File: config.mk
export PLATFORM = sky130hd
export DESIGN_NAME = exposure_sequence_timer
export DESIGN_NICKNAME = d
export VERILOG_FILES = /design/src/hw/rtl/est_pkg.sv /design/src/hw/rtl/exposure_sequence_timer.sv
export SDC_FILE = /design/constraint.sdc
export NUM_CORES = 1
export LEC_CHECK = 0
export BUFFER_PORTS_ARGS = -buffer_cell sky130_fd_sc_hd__clkbuf_2
export CORE_MARGIN = 2
export CORE_UTILIZATION = 30
export DETAILED_ROUTE_END_ITERATION = 12
export GPL_TIMING_DRIVEN = 0
export SYNTH_ARGS = -nofsm -noshare
export SYNTH_HDL_FRONTEND = slang
export SYNTH_SLANG_ARGS = --single-unit
File: constraint.sdc
create_clock -name clk_i -period 7 [get_ports clk_i]
set_input_delay 1.05 -clock clk_i [delete_from_list [all_inputs] [get_ports clk_i]]
set_output_delay 1.05 -clock clk_i [all_outputs]
set_load 0.02 [all_outputs]
File: src/hw/rtl/est_pkg.sv
// ----------------------------------------------------------------------------
// est_pkg: exposure sequence timer package
// Command and result words, table entry layout, mode, run and event codes.
// ----------------------------------------------------------------------------
package est_pkg;

  typedef struct packed {
    logic [2:0]  mode;
    logic [3:0]  entry_index;
    logic [23:0] entry_duration_ms;
    logic [15:0] entry_hard_power;
    logic [15:0] entry_soft_power;
  } cmd_t;

  typedef struct packed {
    logic [3:0]  phase;
    logic [1:0]  run_state;
    logic [23:0] remaining_ms;
    logic        leds_on;
    logic [15:0] drive_hard_power;
    logic [15:0] drive_soft_power;
    logic [2:0]  event_res;
  } res_t;

  typedef struct packed {
    logic [23:0] duration;
    logic [15:0] hard_power;
    logic [15:0] soft_power;
  } entry_t;

  localparam logic [2:0] ModeTick    = 3'd0;
  localparam logic [2:0] ModeStart   = 3'd1;
  localparam logic [2:0] ModePause   = 3'd2;
  localparam logic [2:0] ModeSkip    = 3'd3;
  localparam logic [2:0] ModeCancel  = 3'd4;
  localparam logic [2:0] ModeLoad    = 3'd5;
  localparam logic [2:0] ModeRestart = 3'd6;

  localparam logic [1:0] RunIdle     = 2'd0;
  localparam logic [1:0] RunExposing = 2'd1;
  localparam logic [1:0] RunPaused   = 2'd2;

  localparam logic [2:0] EvNone      = 3'd0;
  localparam logic [2:0] EvAdvanced  = 3'd1;
  localparam logic [2:0] EvComplete  = 3'd2;
  localparam logic [2:0] EvCancelled = 3'd3;
  localparam logic [2:0] EvSkipped   = 3'd4;

  localparam logic [23:0] PauseMarginMs = 24'd50;

  typedef enum logic [4:0] {
    StIdle  = 5'b00001,
    StExec  = 5'b00010,
    StScan  = 5'b00100,
    StFetch = 5'b01000,
    StEmit  = 5'b10000
  } state_e;

endpackage

File: src/hw/rtl/exposure_sequence_timer.sv
// ----------------------------------------------------------------------------
// exposure_sequence_timer: multi-step enlarger exposure program controller
// Sequencing: each accepted word goes through the Exec, Fetch and Emit
//   states, with done_o high in Emit; when a phase ends, Scan examines table
//   entries one at a time before Fetch (up to NUM_PHASES - 1 of them).
// Flow: one word at a time; busy stays high through the result cycle,
//   so no word is taken until the last is done. The receiver cannot stall.
// Reset: asynchronous, clears run state, phase, elapsed time and the table
//   valid bits at once; entries not yet loaded read as zero.
// ----------------------------------------------------------------------------
module exposure_sequence_timer import est_pkg::*; #(
  parameter int NUM_PHASES = 16
) (
  input  logic clk_i,
  input  logic rst_ni,
  input  logic start,
  output logic busy,
  input  cmd_t cmd_i,
  output logic done_o,
  output res_t res_o
);

  localparam int AW = (NUM_PHASES > 1) ? $clog2(NUM_PHASES) : 1;

  state_e           state_q, state_d;
  cmd_t             cmd_q;
  logic [AW-1:0]    phase_q, phase_d;
  logic [AW-1:0]    scan_q, scan_d;
  logic [1:0]       run_q, run_d;
  logic [23:0]      elapsed_q, elapsed_d;
  logic [2:0]       ev_q, ev_d;

  entry_t           mem_q [NUM_PHASES];
  logic [NUM_PHASES-1:0] vld_q;
  entry_t           rd_q;
  logic             rd_vld_q;
  logic             rd_en;
  logic [AW-1:0]    rd_addr;
  logic             wr_en;
  logic [AW-1:0]    wr_addr;
  entry_t           wr_data;

  logic [23:0]      cur_dur;
  logic [23:0]      elapsed_inc;
  logic [AW:0]      phase_nxt;
  logic [AW:0]      scan_nxt;
  logic             finish;
  logic             idx_ok;

  assign cur_dur     = rd_vld_q ? rd_q.duration : 24'd0;
  assign elapsed_inc = elapsed_q + 24'd1;
  assign phase_nxt   = {1'b0, phase_q} + {{AW{1'b0}}, 1'b1};
  assign scan_nxt    = {1'b0, scan_q} + {{AW{1'b0}}, 1'b1};
  assign idx_ok      = ({28'd0, cmd_q.entry_index} < 32'(NUM_PHASES));
  assign wr_addr     = AW'(cmd_q.entry_index);
  assign wr_data     = '{duration:   cmd_q.entry_duration_ms,
                         hard_power: cmd_q.entry_hard_power,
                         soft_power: cmd_q.entry_soft_power};

  always_comb begin
    state_d   = state_q;
    phase_d   = phase_q;
    scan_d    = scan_q;
    run_d     = run_q;
    elapsed_d = elapsed_q;
    ev_d      = ev_q;
    rd_en     = 1'b0;
    rd_addr   = phase_q;
    wr_en     = 1'b0;
    finish    = 1'b0;
    unique case (state_q)
      StIdle: begin
        if (start) begin
          rd_en   = 1'b1;
          ev_d    = EvNone;
          state_d = StExec;
        end
      end
      StExec: begin
        state_d = StFetch;
        case (cmd_q.mode)
          ModeTick: begin
            if (run_q == RunExposing) begin
              elapsed_d = elapsed_inc;
              finish    = (elapsed_inc >= cur_dur);
            end
          end
          ModeStart: begin
            if (run_q == RunIdle) begin
              elapsed_d = 24'd0;
              if (cur_dur == 24'd0) finish = 1'b1;
              else run_d = RunExposing;
            end
          end
          ModePause: begin
            if (run_q == RunExposing) begin
              if (cur_dur > elapsed_q && (cur_dur - elapsed_q) > PauseMarginMs) begin
                run_d = RunPaused;
              end
            end else if (run_q == RunPaused) begin
              run_d = RunExposing;
            end
          end
          ModeSkip: begin
            if (run_q == RunPaused) finish = 1'b1;
          end
          ModeCancel: begin
            if (run_q == RunPaused) begin
              run_d     = RunIdle;
              elapsed_d = 24'd0;
              phase_d   = '0;
              ev_d      = EvCancelled;
            end
          end
          ModeLoad: begin
            if (run_q == RunIdle && idx_ok) wr_en = 1'b1;
          end
          ModeRestart: begin
            run_d     = RunIdle;
            elapsed_d = 24'd0;
            phase_d   = '0;
          end
          default: ;
        endcase
        if (finish) begin
          run_d     = RunIdle;
          elapsed_d = 24'd0;
          if (phase_nxt < (AW+1)'(NUM_PHASES)) begin
            scan_d  = phase_nxt[AW-1:0];
            rd_en   = 1'b1;
            rd_addr = phase_nxt[AW-1:0];
            state_d = StScan;
          end else begin
            phase_d = '0;
            ev_d    = EvComplete;
          end
        end
      end
      StScan: begin
        if (cur_dur != 24'd0) begin
          phase_d = scan_q;
          ev_d    = (cmd_q.mode == ModeSkip) ? EvSkipped : EvAdvanced;
          state_d = StFetch;
        end else if (scan_nxt < (AW+1)'(NUM_PHASES)) begin
          scan_d  = scan_nxt[AW-1:0];
          rd_en   = 1'b1;
          rd_addr = scan_nxt[AW-1:0];
        end else begin
          phase_d = '0;
          ev_d    = EvComplete;
          state_d = StFetch;
        end
      end
      StFetch: begin
        rd_en   = 1'b1;
        state_d = StEmit;
      end
      StEmit: begin
        state_d = StIdle;
      end
      default: state_d = StIdle;
    endcase
  end

  always_ff @(posedge clk_i or negedge rst_ni) begin
    if (!rst_ni) begin
      state_q   <= StIdle;
      phase_q   <= '0;
      scan_q    <= '0;
      run_q     <= RunIdle;
      elapsed_q <= 24'd0;
      ev_q      <= EvNone;
      vld_q     <= '0;
      rd_vld_q  <= 1'b0;
    end else begin
      state_q   <= state_d;
      phase_q   <= phase_d;
      scan_q    <= scan_d;
      run_q     <= run_d;
      elapsed_q <= elapsed_d;
      ev_q      <= ev_d;
      if (wr_en) vld_q[wr_addr] <= 1'b1;
      if (rd_en) rd_vld_q <= vld_q[rd_addr];
    end
  end

  always_ff @(posedge clk_i) begin
    if (state_q == StIdle && start) cmd_q <= cmd_i;
    if (wr_en) mem_q[wr_addr] <= wr_data;
    if (rd_en) rd_q <= mem_q[rd_addr];
  end

  // Drive the result from the entry of the settled phase.
  always_comb begin
    res_o.phase     = 4'(phase_q);
    res_o.run_state = run_q;
    if (run_q == RunIdle) begin
      res_o.remaining_ms = cur_dur;
    end else begin
      res_o.remaining_ms = (cur_dur > elapsed_q) ? cur_dur - elapsed_q : 24'd0;
    end
    res_o.leds_on          = (run_q == RunExposing);
    res_o.drive_hard_power = (run_q == RunExposing && rd_vld_q) ? rd_q.hard_power : 16'd0;
    res_o.drive_soft_power = (run_q == RunExposing && rd_vld_q) ? rd_q.soft_power : 16'd0;
    res_o.event_res        = ev_q;
  end

  assign done_o = (state_q == StEmit);
  assign busy   = (state_q != StIdle);

endmodule
==> results of run 1 <==
==> power by group through the flow <==
stage | sequential [mW] | combinational (mW) | clock (mW)
final | 8.03 | 1.61 | 5.65
after CTS | 8.03 | 1.61 | 5.75
after detailed placement | 8.17 | 1.60 | 0
after global routing | 8.09 | 1.76 | 5.99
after global placement | 8.18 | 1.52 | 0
after floorplan | 8.01 | 1.02 | 0
==> through the flow <==
step / cells / setup TNS [ns]
after floorplan: 2741 / 0
after global placement: 4890 / -2817.49
after detailed placement: 4955 / -58.14
after CTS: 5150 / 0
after global routing: 5153 / -0.233
final: 5154 / 0
==> how the worst min path moves through the flow <==
stage | to | slack, ns | cells past startpoint
floorplan | vld_q[0] | 0.44 | 1
detailed placement | vld_q[15] | 0.45 | 1
global route | vld_q[12] | 0.48 | 1
finish | vld_q[0] | 0.47 | 1
global placement | vld_q[14] | 0.45 | 1
CTS | vld_q[12] | 0.47 | 1
==> cells by family after synthesis <==
| group | count (synthesis) |
|---|---|
| muxes | 851 |
| buffers and inverters | 189 |
| DFF | 1074 |
| adders and majority gates | 55 |
| AOI/OAI and AO/OA | 186 |
| xor gates and xnor gates | 45 |
| and+or+nand+nor | 341 |
==> per-layer routing <==
metal,global-route usage [%],vias to the layer above
met4,3.23,4
met5,0,-
met3,2.25,141
li1,-,11200
met2,23.7,765
met1,20.7,12600
==> cells in the mapped netlist, drive strengths merged (4+ instances only) <==
cell    instances  area share (%)
xor2           13            0.25
o21bai          6           0.099
ha             54             1.5
and3           38            0.52
o21ai          42            0.46
o22ai           6           0.082
or3            19            0.26
nand2b         15            0.21
a21o           11            0.18
xnor2          32            0.62
nand4          11            0.15
nand3b          5           0.082
o31ai          22            0.36
or2            21            0.29
mux2i         850              19
a21oi          43            0.47
edfxtp       1015              67
nand2          93            0.77
inv            65            0.54
nor3           22            0.24
buf            87             1.3
nand3          34            0.37
o311ai          6            0.12
and2            5           0.069
a31oi           7           0.096
dfrtp          58             3.2
or4             7            0.12
nor2           47            0.39
a22o           16            0.31
clkbuf         36            0.30
nor4           13            0.18
nor3b           4           0.066
==> sequential cells by signal, indices dropped and copies added (netlist names), 3 cells and up <==
| signal | count |
|---|---|
| cmd_q | 59 |
| elapsed_q | 24 |
| ev_q | 3 |
| mem_q | 896 |
| phase_q | 4 |
| rd_q | 56 |
| scan_q | 4 |
| state_q | 5 |
| vld_q | 16 |
| wr_addr | 4 |
==> layout make-up <==
class                           instances  area [µm²]
Fill cell                           14300       96600
Sequential cell                      1074       32000
Multi-Input combinational cell       1478       12800
Clock buffer                          132        2790
Tap cell                             2016        2520
Timing Repair Buffer                  201        1800
Buffer                                123         877
Clock inverter                         63         643
Inverter                               66         250
Antenna cell                            1        2.50
==> repair_timing <==
action                     CTS  global route
setup endpoints to repair   57            77
pin swaps                    0             3
gates resized for setup     71            25
setup buffers                0             3
==> worst max-delay path: stages (launching register included) <==
cell                        delay, ns
sky130_fd_sc_hd__dfrtp_1         0.42
sky130_fd_sc_hd__clkbuf_1        0.41
sky130_fd_sc_hd__nand2_1         0.29
sky130_fd_sc_hd__ha_1            0.21
sky130_fd_sc_hd__inv_1           0.06
sky130_fd_sc_hd__fa_1            0.43
sky130_fd_sc_hd__a21o_1          0.18
sky130_fd_sc_hd__a21oi_1         0.22
sky130_fd_sc_hd__o21bai_1        0.11
sky130_fd_sc_hd__a2111oi_1       0.63
sky130_fd_sc_hd__nor3_1          0.19
sky130_fd_sc_hd__o21ai_0         0.26
sky130_fd_sc_hd__a21oi_1         0.16
sky130_fd_sc_hd__a21oi_2         0.52
sky130_fd_sc_hd__clkbuf_1        0.48
sky130_fd_sc_hd__o22ai_1         0.16
sky130_fd_sc_hd__clkbuf_2        0.18
==> results.toml, run 1 <==
[worst_setup_path]
crit_startpoint = "rd_vld_q"
ff2ff_setup_slack_ns = 0.43
reg2reg_depth = 21
worst_setup_path_end_kind = "primary output"
worstSetupEndpoint = "res_o[50]"
worst-endpoint-arrival_ns = 5.59
r2r_end = "rd_q[33]"
cp.required_ns = 5.95
critPathKind = "flop to primary output"
critPathLaunchType = "flop"
crit_fanout = 10
rr_startpoint = "elapsed_q[1]"

[power]
power.total_mw = 15.3
seq_power_share_pct = 52.5
sw_frac_of_total_pct = 25.4
share_clk_of_total_power_pct = 36.9
combPwrFrac_pct = 10.5
power_report.internal_total_mw = 11.4
p_per_area_nw_per_um2 = 285
power.switching_mw = 3.89
ir_worst_vdd_v = 0.000217
p_leak_nw = 19.7

[synth]
yosys.area_share.adder_pct = 1.53
sequential_share_of_the_synthesized_area_pct = 70.2
synth_compound_area_share_pct = 2.70
synth.net_count = 2862
dominant_combinational_cell_family_by_area_after_synthesis = "multiplexers"
postSynth.asyncResetShare_pct = 5.49
postSynthAreaPerCell_um2 = 16.6
synth-warning-count = 0
synth_xor_area_share_pct = 0.866
ys.flop_type = "sky130_fd_sc_hd__edfxtp_1"
number_of_distinct_standard_cells_referenced_by_the_synthesized_netlist = 63
synthesis.area_um2 = 45500
syn-instance-count = 2741
synth_mux_area_share_pct = 18.7
yosys.area_share.simple_pct = 3.84
synth-edff-count = 1015
synth.ff_latch_count = 1074

[die]
floorplan.die.height_um = 394
design.portCount = 134
fp.dieArea_um2 = 155000
row_count = 142
initial_util_pct = 30.3
design.core.area_um2 = 150000
chipWidth_um = 394

[global_routing]
grt_first_pass_wirelength_um = 167000
antenna_found_initial = 4
grt_max_degree = 60
first_global_vias = 24200
grtUsageTotal_pct = 14.6
globalRouteOverflowTotal = 0

[detailed_routing]
detailroute.wirelength.met2_um = 54400
avgRoutedWirePerCell_um = 22.6
routed-via-count = 24700
1st_pass_router_iterations = 5
totalWireLength_um = 117000
drt_drc_violations_left = 0
routed-wl-met3_um = 6600
routed_via_density = 4.79
wl_met1_um = 53400
top_signal_layer_used = "met5"
final_antenna_net_count = 0
drt-initial-drc-count = 2242

[timing]
min_period_over_period_pct = 94.9
count_of_final_setup_violators = 0
worst_slew_pin_slew_ns = 1.06
max_freq_ghz = 0.151
finalWorstPathRequiredPeriod_ns = 6.64
worst_clock_skew_ns = 0.0358
fin_hold_ws_ns = 0.469
hold_violations = 0
timing.max_slew.rel_slack_pct = 29.2
finalWorstSetupSlack_ns = 0.360
drv_slew = 0

[layout]
nNetsFinal = 3173
layout-drive-gt1-share_pct = 16.3
postLayoutCoreUtil_pct = 35.7
area_delta_synth_final_pct = 17.9
most-common-layout-cells = "sky130_fd_sc_hd__edfxtp_1 (1015), sky130_fd_sc_hd__mux2i_1 (841), sky130_fd_sc_hd__clkbuf_2 (134), sky130_fd_sc_hd__clkbuf_16 (108), sky130_fd_sc_hd__nand2_1 (93)"
finalInstanceArea_um2 = 53700
layout.cells.most_common = "sky130_fd_sc_hd__edfxtp_1"

[clock_network]
htree_num_levels = 3
tritoncts = "done"
total_clock_buffers_created_by_cts = 108
clkTransAtPathRegs_ns = 0.06
cts_sinks = 1074
clk_root_buffer_cell = "sky130_fd_sc_hd__clkbuf_16"
later_pin_clock_latency_in_the_skew_report_ns = 0.69
cts_max_path_buffers = 3
hold_buffers = 0

[worst_hold_path]
timing.hold.worst.class = "flop to flop"
source_of_the_worst_hold_timing_path = "vld_q[0]"

[placed_design]
port_buffers = 133
hpwl_um = 78400
worst_setup_slack_before_clock_tree_synthesis_ns = -1.33
gp_congestion = 0.852
area_after_detailed_placement_um2 = 49900

[outcome]
status = "complete, no violations"

[flow_run]
drv.max_cap_violation_count = 0
Note: power is estimated with default switching activity, not from simulation.
==> run 2, diff against run 1 <==
ABC_AREA = 1   (was default)
==> run 2 against run 1 <==
Effect of this change: worst hold slack worse by 0.010 ns; maximum frequency rose by 1.1%; cell count increased by 18%; critical path type is now flop to flop; setup slack better by 0.073 ns; combinational power grew to 2.8 times the previous value; area after synthesis increased by 0.86%; clock-buffer cell count is 1 higher; clock skew fell by 0.013 ns; routed wire length rose by 19%.
==> results.toml, run 2 <==
[detailed_routing]
totalWireLength_um = 139000
1st_pass_router_iterations = 6
avgRoutedWirePerCell_um = 22.8
routed-via-count = 31200
final_antenna_net_count = 0
routed_via_density = 5.12
drt-initial-drc-count = 3736
drt_drc_violations_left = 0

[layout]
largest_register_ffs = 896
layout.cells.most_common = "sky130_fd_sc_hd__edfxtp_1"
multi_input_comb_area_um2 = 11100
sequential_cell_area_um2 = 32000
area_delta_synth_final_pct = 16.0
finalInstanceArea_um2 = 53300
nNetsFinal = 4101
nFillCells = 14700
most-common-layout-cells = "sky130_fd_sc_hd__edfxtp_1 (1015), sky130_fd_sc_hd__a21oi_1 (476), sky130_fd_sc_hd__inv_1 (422), sky130_fd_sc_hd__o21ai_1 (252)"
max_flop_register = "mem_q"
layout-drive-gt1-share_pct = 13.4
largestRegisters = "mem_q x896, cmd_q x59, rd_q x56"
post_layout_nonfiller_instances = 6098

[timing]
min_period_over_period_pct = 93.8
drv_slew = 0
worst_slew_pin_slew_ns = 1.32
finalWorstPathRequiredPeriod_ns = 6.57
timing.max_slew.rel_slack_pct = 11.8
count_of_final_setup_violators = 0
max_freq_ghz = 0.152
grt_setup_unrepaired = "no"
hold_violations = 0
fin_hold_ws_ns = 0.458
worst_clock_skew_ns = 0.0228

[synth]
number_of_distinct_standard_cells_referenced_by_the_synthesized_netlist = 53
synthTopCellsByCount = "sky130_fd_sc_hd__edfxtp_1 (1015), sky130_fd_sc_hd__a21oi_1 (476), sky130_fd_sc_hd__inv_1 (422), sky130_fd_sc_hd__o21ai_1 (252), sky130_fd_sc_hd__nand2_1 (243)"
synthTopCellsByArea = "sky130_fd_sc_hd__edfxtp_1 (66%), sky130_fd_sc_hd__a21oi_1 (5.2%), sky130_fd_sc_hd__o211ai_1 (3.5%)"
synth-edff-count = 1015
synth-warning-count = 0
synth.ff_latch_count = 1074
ys.flop_type = "sky130_fd_sc_hd__edfxtp_1"
synth.net_count = 3823
syn-instance-count = 3702
synth_top_area_share_pct = 66.4
sequential_share_of_the_synthesized_area_pct = 69.6
postSynth.asyncResetShare_pct = 5.49
synth_area_leader_cell = "sky130_fd_sc_hd__edfxtp_1"
synthMostInstantiatedCell = "sky130_fd_sc_hd__edfxtp_1"
synthesis.area_um2 = 45900
postSynthAreaPerCell_um2 = 12.4

[outcome]
status = "complete, no violations"

[clock_network]
htree_num_levels = 3
later_pin_clock_latency_in_the_skew_report_ns = 0.69
tritoncts = "done"
hold_buffers = 0
cts_sinks = 1074
cts_max_path_buffers = 3
clkTransAtPathRegs_ns = 0.06
post_cts.repair.setup_buffers = 0
total_clock_buffers_created_by_cts = 108
clk_root_buffer_cell = "sky130_fd_sc_hd__clkbuf_16"
cts_repair_resize_count = 0

[placed_design]
gp_congestion = 0.851
place_inst = 5901
area_after_detailed_placement_um2 = 50000
hpwl_um = 95000
port_buffers = 133

[worst_setup_path]
worst_setup_path_end_kind = "flop"
critPathLaunchType = "flop"
max_stage_delay_ns = 0.81
worst-endpoint-arrival_ns = 6.98
critical_path.slowest_cell = "sky130_fd_sc_hd__clkbuf_1"
critPathMostFrequentCell = "sky130_fd_sc_hd__nand2_1"
cp.required_ns = 7.41
critPathKind = "flop to flop"
crit_fanout = 10

[die]
chipWidth_um = 395
design.core.area_um2 = 152000
design.portCount = 134
initial_util_pct = 30.2
row_count = 143
floorplan.die.height_um = 395
fp.dieArea_um2 = 156000

[global_routing]
globalRouteOverflowTotal = 0
grt_first_pass_wirelength_um = 200000
grtUsageTotal_pct = 17.3
antenna_found_initial = 7
first_global_vias = 29500
grt_max_degree = 60

[worst_hold_path]
timing.hold.worst.class = "flop to flop"

[power]
ir_worst_vdd_v = 0.000208
p_leak_nw = 19.0
p_per_area_nw_per_um2 = 339

[flow_run]
drv.max_cap_violation_count = 0
-- run 2: cell count changes after synthesis, sizes merged, moves of 44 or more --
cell	before	now
inv	65	429
nand3	34	173
nand2	93	258
o211ai	1	227
o22ai	6	50
o21ai	42	498
nor2	47	114
mux2i	850	0
buf	87	152
a21oi	43	486
-- run 2: stage by stage --
step	setup TNS, ns	worst slack, ns	power [mW]	util [%]
after floorplan	0	1.13	10.8	-
after global placement	-1216.49	-3.49	12.7	32.3
after detailed placement	0	0.429	12.7	32.9
after CTS	0	0.373	18.1	35.1
after global routing	0	0.0142	18.8	35.1
final	0	0.433	18.1	35.1
-- run 2: area by class of cell --
class	instances	area share, %
Antenna cell	1	0.00470
Timing Repair Buffer	169	2.66
Buffer	225	2.53
Multi-Input combinational cell	1972	20.9
Clock inverter	64	0.822
Clock buffer	133	5.29
Tap cell	2030	4.77
Inverter	430	3.03
Sequential cell	1074	60.0
-- run 2: worst max-delay path: cells and delay by family (launching register included) --
kind | cells | cell delay, ns
AOI/OAI and AO/OA | 3 | 0.92
and+or+nand+nor | 19 | 3.08
DFF | 1 | 0.53
xor gates and xnor gates | 1 | 0.23
buffers and inverters | 3 | 0.95
adders and majority gates | 2 | 0.55
-- run 2: cell families (layout without fill, tap and decap cells) --
kind of cell,count (synthesis),after routing,share of synthesized area (%)
AOI/OAI and AO/OA,1284,1284,15.8
DFF,1074,1074,69.6
xor gates and xnor gates,38,38,0.725
and+or+nand+nor,595,595,5.91
buffers and inverters,656,1021,6.46
adders and majority gates,55,55,1.52
other,0,1,0
-- run 2: worst paths after layout --
kind	from	endpoint	slack [ns]	cells past startpoint
worst max-delay path	elapsed_q[0]	rd_q[38]	0.43	28
worst min-delay path	vld_q[1]	vld_q[1]	0.46	2
min in group asynchronous	rst_ni	elapsed_q[3]	0.48	1
worst max register to register	elapsed_q[0]	rd_q[38]	0.43	28
worst min register to register	vld_q[1]	vld_q[1]	0.46	2
max in group asynchronous	rst_ni	vld_q[1]	5.90	1
-- run 2: routing by layer --
metal	global-route usage [%]	share of wire [%]	wire [µm]
met4	4.89	2.7	3690
met3	3.29	9.4	13100
met1	24.2	42	58600
met2	27.3	46	63600
met5	0	0.0094	13
-- run 2: where the power goes --
group	total (mW)	internal [mW]	switching, mW
clock	5.43	2.97	2.46
sequential	8.16	7.73	0.433
combinational	4.48	1.22	3.26
total	18.1	11.9	6.16
